$ cat src/lgps_ram.sv
module lgps_ram #(
	parameter int WIDTH = 32,
	parameter int DEPTH = 8
) (
	input  logic                     clk,
	input  logic                     we,
	input  logic [$clog2(DEPTH)-1:0] waddr,
	input  logic [WIDTH-1:0]         wdata,
	input  logic                     re,
	input  logic [$clog2(DEPTH)-1:0] raddr_a,
	input  logic [$clog2(DEPTH)-1:0] raddr_b,
	output logic [WIDTH-1:0]         rdata_a,
	output logic [WIDTH-1:0]         rdata_b
);

	logic [WIDTH-1:0] mem_q [DEPTH];

	always_ff @(posedge clk) begin
		if (we) begin
			mem_q[waddr] <= wdata;
		end
		if (re) begin
			rdata_a <= mem_q[raddr_a];
			rdata_b <= mem_q[raddr_b];
		end
	end

endmodule

$ cat config.mk
export PLATFORM = sky130hd
export DESIGN_NAME = lgps_ram
export DESIGN_NICKNAME = d
export VERILOG_FILES = /design/src/lgps_ram.sv
export SDC_FILE = /design/constraint.sdc
export NUM_CORES = 1
export LEC_CHECK = 0
export CAP_MARGIN = 20
export CORE_UTILIZATION = 57
export CTS_CLUSTER_DIAMETER = 100
export CTS_CLUSTER_SIZE = 25
export DETAILED_ROUTE_END_ITERATION = 8
export DONT_BUFFER_PORTS = 1
export PLACE_DENSITY = 0.72
export SLEW_MARGIN = 40
export SYNTH_ARGS = -nofsm -noshare
export SYNTH_HDL_FRONTEND = slang
export SYNTH_SLANG_ARGS = --single-unit
$ cat constraint.sdc
create_clock -name clk -period 3.41 [get_ports clk]
set_input_delay 0.682 -clock clk [delete_from_list [all_inputs] [get_ports clk]]
set_output_delay 0.682 -clock clk [all_outputs]
set_load 0.02 [all_outputs]
==> results.md, run 1 <==
* Status: finished, final reports clean
* Footprint of the multi-input gates at 0.00403 mm2
* Crit Path Category: input port to flip-flop
* Setup Buffers After CTS at 0
* CP max stage cell: nor2_4
* First-pass GRT wire length at 39,200 um
* Avg Cell Area, Syn at 24.6 um2
* Cell Chain, Critical Path: nand2_1 -> nor2_4 -> buf_4
* P_sw at 1.38 mW
* DIE AREA at 0.0249 mm2
* H-tree levels at 1
* Post-route cell area at 0.0146 mm2
* Slew @ Worst Pin at 700 ps
* RePlAce Congestion at 0.693
* Gr ovfl total at 0
* Layout area overhead at 5.40%
* Power, Total at 7.06 mW
* Ranking of synthesized cells by area: edfxtp_1 70%, mux4_1 15%, mux4_2 7.8%, mux2_2 5.2%, buf_6 1.1%
* Switching part of the total power at 19.6%
* Die Ht at 158 um
* Remaining antenna violation count at 0
* IO Count at 108
* Hpwl dp at 14,000 um
* Hold Buf Count CTS at 0
* Syn_nets at 605
* Die width at 158 um
* Worst setup SP type: input port
* CTS Buf Count at 16
* Gate power share at 5.3%
* RSZ-0062 raised after global routing: false
* Initial core utilization at 58.5%
* R2r worst-path depth at 2
* Flop pwr share at 66.1%
* Hold Path Class: input port to flip-flop
* Clk network pwr share at 28.6%
* Synth top area share at 69.6%
* # resized after CTS at 0
* LEAKAGE at 4.65 nW
* CTS tree: done
* DRC at 0
* # fillers at 1,621
* Routed vias at 5,853
* Clock sinks at 320
* Max FO, Critical Path at 19
* Fmax at 0.583 GHz
* Clk slew on worst S/H paths at 100 ps
* Site row count at 56
* Max stage delay on crit path at 640 ps
* Crit. End Element: flip-flop
* Setup_tns at 0 ps
* Slew Viols, Final at 0
* Routed WL per cell at 29.5 um
* MaxCap Viol Count at 0
* Count of buffers from port buffering at 0
* Starting DRC count in detailed routing at 500
* Utilization of the core after routing at 61.7%
* Final period utilization at 50.3%
* Clk_lat worst skew at 510 ps
* Clock skew at 10.3 ps
* Vias per cell at 6.70
* Synthesized flop and latch total at 320
* CTS root buf: clkbuf_16
* Headroom to the max-slew limit at 53.2%
* Power Internal at 5.67 mW
* PwrDens at 485 mW/mm2
* NumNets Final at 598
* Final hold violations at 0
* Synthesized cell area at 0.0138 mm2
* Place WS at 1050 ps
* Total GRT Usage at 21.8%
* Core area at 0.0236 mm2
* Yosys cell types at 13
* Vias in the first global route at 6,358
* Storage cell area at 0.00961 mm2
* Endpoints failing setup at 0
* Yosys top cell by area: edfxtp_1
* Setup ws final at 1690 ps
* Worst path required time at 3610 ps
* Warnings from Yosys at 0
* Register area share after synthesis at 69.6%
* DR pass1 iterations at 4
* Crit path time final at 1720 ps
* Largest net degree at the start of global routing at 65
* Ant diodes at 0
* Placed Area at 0.0141 mm2
* VDD IR max at 0.402 mV
* Antenna violations before repair at 0
* Layout cell share with drive strength beyond 1 at 26.9%
* Final WL at 25,800 um
* Cells after Synth at 561
* Hold-critical path depth at 0
* Maximum clock insertion buffer count at 3
* WP data arrival at 1920 ps
==> sequential cells by signal, indices dropped and copies added (netlist names) <==
signal,count
mem_q,256
rdata_a,32
rdata_b,32
==> synthesized netlist by cell type <==
cell / n
buf_1: 18
buf_2: 2
buf_6: 14
clkbuf_1: 1
clkbuf_2: 1
edfxtp_1: 320
mux2_2: 64
mux4_1: 80
mux4_2: 48
nand2_1: 2
nand2b_1: 3
nor2_1: 6
nor3_1: 2
==> placed cells by master (no fill, tap or decap) <==
cell | netlist | final
edfxtp_1 | 320 | 320
mux4_1 | 80 | 80
mux2_2 | 64 | 64
mux4_2 | 48 | 48
clkbuf_16 | 0 | 17
buf_4 | 0 | 10
nor2_4 | 0 | 6
nand2b_1 | 3 | 3
nand2_1 | 2 | 2
nor3_4 | 0 | 2
clkinvlp_4 | 0 | 1
buf_8 | 0 | 1
==> worst paths after layout <==
kind	to	slack, ps	start
worst min register to register	rdata_a[20]$_DFFE_PP_	780	mem_q[7][20]$_DFFE_PP_
worst max-delay path	mem_q[5][14]$_DFFE_PP_	1690	we
worst max register to register	rdata_a[2]$_DFFE_PP_	1910	mem_q[0][2]$_DFFE_PP_
worst min-delay path	mem_q[5][24]$_DFFE_PP_	260	wdata[24]
==> layer usage <==
| metal | part of all wire, % | vias up | global-route usage (%) | wire (um) |
|---|---|---|---|---|
| li1 | - | 2493 | - | - |
| met1 | 42 | 3145 | 30.8 | 10800 |
| met2 | 50 | 192 | 36.3 | 12900 |
| met3 | 6.7 | 23 | 3.78 | 1730 |
| met4 | 1.3 | 0 | 4.11 | 329 |
| met5 | 0 | - | 0 | 0 |
==> metrics by stage <==
step	std cells	hold WS, ps
detailed placement	854	762
CTS	872	244
finish	873	262
global route	873	245
global placement	854	751
floorplan	561	734
==> cells by family after synthesis <==
logic type | synth area share [%]
buf+inv | 1.77
mux | 28.3
simple gates | 0.426
flops | 69.6
==> area by class of cell <==
cell class	instances	area share (%)
clock inverters	1	0.0516
well taps	319	2.74
clock buffers	17	2.92
multi-input cells	205	27.7
repair buffers	11	0.619
flip-flops and latches	320	66.0
==> worst max-delay path, delay by kind of cell <==
kind / cells / cell delay [ps]
buffers and inverters: 1 / 360
and+or+nand+nor: 2 / 850
==> power groups by stage <==
stage	Sequential [mW]	Clock (mW)	Combinational [mW]
2_1_floorplan	4.73	0	0.380
4_1_cts	4.67	2.07	0.380
3_3_place_gp	4.74	0	0.371
3_5_place_dp	4.75	0	0.376
6_report	4.66	2.02	0.373
5_1_grt	4.68	2.20	0.399
Note: power is estimated with default switching activity, not from simulation.
==> run 2, diff against run 1 <==
Settings changed: CORE_UTILIZATION 57 to 58, PLACE_DENSITY 0.72 to 0.71.
Clock period 3.41 ns to 1.7 ns, I/O delays scaled along.
==> results.md, run 2 (synthesized netlist as in run 1, its figures left out) <==
* Inst Count DP at 860 (+0.70%)
* Clk slew on worst S/H paths at 90 ps (about the same)
* Max stage delay on crit path at 530 ps (-110 ps)
* Layout cell share with drive strength beyond 1 at 26.2% (-0.67 points)
* Final WL at 26,700 um (+3.5%)
* Fmax at 0.685 GHz
* WP data arrival at 1710 ps (-210 ps)
* CP max stage cell: mux4_1
* Clock sinks at 320 (unchanged)
* Crit path time final at 1460 ps
* Hold Path Class: input port to flip-flop
* WHS at -46.8 ps (-308 ps)
* Antenna violations before repair at 1 (+1)
* Setup Buffers After CTS at 0 (unchanged)
* First-pass GRT wire length at 39,900 um (+1.8%)
* Reg2Reg Setup Slack at 240 ps (-1670 ps)
* PwrDens at 952 mW/mm2 (+96%)
* Final period utilization at 85.9%
* Count of buffers from port buffering at 0 (unchanged)
* Utilization of the core after routing at 64.2% (+2.5 points)
* Core area at 0.0234 mm2 (-0.89%)
* Finished Layout Cells at 911 (+4.4%)
* Routed WL per cell at 29.3 um (-0.83%)
* Largest net degree at the start of global routing at 65 (unchanged)
* Endpoints failing setup at 0 (unchanged)
* Slew Viols, Final at 0 (unchanged)
* Worst setup SP type: flip-flop
* Place WS at 229 ps (-824 ps)
* NumNets Final at 635 (+6.2%)
* Total GRT Usage at 22.8% (+1.0 points)
* Violated checks: negative hold slack
* Commonest non-fill, non-tap cells in the layout: 320 x edfxtp_1, 80 x mux4_1, 64 x mux2_2
* Clock skew at 20.5 ps (+10.2 ps)
* RSZ-0062 raised after global routing: false
* CTS Buf Count at 16 (unchanged)
* CTS root buf: clkbuf_16
* # resized after CTS at 0 (unchanged)
* Layout area overhead at 8.73%
* Hpwl dp at 14,600 um (+4.5%)
* DRC at 0 (unchanged)
* LEAKAGE at 4.84 nW (+4.0%)
* Status: complete, but fails checks
* RePlAce Congestion at 0.700 (+0.97%)
* Routed vias at 6,039 (+3.2%)
* Remaining antenna violation count at 0 (unchanged)
* Largest regs: mem_q (256), rdata_a (32), rdata_b (32)
* Initial core utilization at 59.0% (+0.53 points)
* Max reg flops at 256 (unchanged)
* Slew @ Worst Pin at 357 ps (-343 ps)
* DR pass1 iterations at 4 (unchanged)
* CTS tree: done
* Crit. End Element: flip-flop
* MaxCap Viol Count at 0 (unchanged)
* Headroom to the max-slew limit at 76.1% (+23 points)
* Gr ovfl total at 0 (unchanged)
* Starting DRC count in detailed routing at 540 (+8.0%)
* Die Ht at 156 um (-0.85%)
* Maximum clock insertion buffer count at 3 (unchanged)
* Die width at 156 um (-0.85%)
* VDD IR max at 1.04 mV (+160%)
* Cell Chain, Critical Path: mux4_1 -> mux2_2
* Site row count at 56 (unchanged)
* Hold Buf Count CTS at 32 (+32)
* IO Count at 108 (unchanged)
* DIE AREA at 0.0244 mm2 (-1.7%)
* Max FO, Critical Path at 2 (-17)
* Commonest non-fill, non-tap cell in the layout: edfxtp_1
* Final hold violations at 58 (+58)
* Setup ws final at 239 ps (-1450 ps)
* Clk_lat worst skew at 510 ps (about the same)
* Worst path required time at 1950 ps (-1660 ps)
* Vias in the first global route at 6,377 (+0.30%)
* Top reg by flops: mem_q
* Vias per cell at 6.63 (-1.1%)
* Crit Path Category: flip-flop to flip-flop
* # fillers at 1,570 (-3.1%)
* H-tree levels at 1 (unchanged)
## run 2: changes by cell type in the layout (fill, tap and decap cells not counted)
| cell | change |
|---|---|
| buf_12 | +8 |
| buf_4 | -2 |
| buf_8 | -1 |
| diode_2 | +1 |
| dlygate4sd3_1 | +32 |
| nand2b_1 | -1 |
| nand2b_4 | +1 |
## run 2: stage by stage
stage	hold WS (ps)	power [mW]	instance area [um2]	setup TNS [ps]
CTS	-74.6	14.4	15000	0
floorplan	439	10.3	13900	-14460
finish	-46.8	14.3	15000	0
detailed placement	439	10.3	14300	0
global placement	439	10.3	14300	0
global route	-79.8	14.7	15000	0
## run 2: worst max-delay path: cells and delay by family, from the launching register on
kind   cells  cell delay, ps
mux        2             810
flops      1             410
## run 2: cell type report
cell class / count / area (um2) / share of cell area [%]
flip-flops and latches: 320 / 9610 / 64.0
clock inverters: 1 / 7.51 / 0.0500
repair buffers: 48 / 541 / 3.60
diodes: 1 / 2.50 / 0.0167
well taps: 319 / 399 / 2.66
multi-input cells: 205 / 4040 / 26.9
clock buffers: 17 / 425 / 2.83
## run 2: where the power goes
part | switching (mW) | total, mW | internal (mW)
sequential | 0.302 | 9.37 | 9.07
combinational | 0.298 | 0.875 | 0.577
clock | 2.25 | 4.05 | 1.80
total | 2.85 | 14.3 | 11.4
## run 2: per-layer routing
metal / share of wire [%] / vias to the layer above / global-route usage, % / wire length [um]
li1: - / 2571 / - / -
met3: 6.5 / 26 / 4.46 / 1740
met5: 0 / - / 0 / 0
met2: 52 / 188 / 39.4 / 13800
met1: 40 / 3254 / 30.8 / 10700
met4: 1.4 / 0 / 4.11 / 382
## run 2: final timing paths
path / startpoint / end / cells after the start
worst min register to register: mem_q[5][4]$_DFFE_PP_ / rdata_a[4]$_DFFE_PP_ / 2
worst max-delay path: mem_q[1][14]$_DFFE_PP_ / rdata_a[14]$_DFFE_PP_ / 2
worst min-delay path: re / rdata_a[24]$_DFFE_PP_ / 0
worst max register to register: mem_q[1][14]$_DFFE_PP_ / rdata_a[14]$_DFFE_PP_ / 2
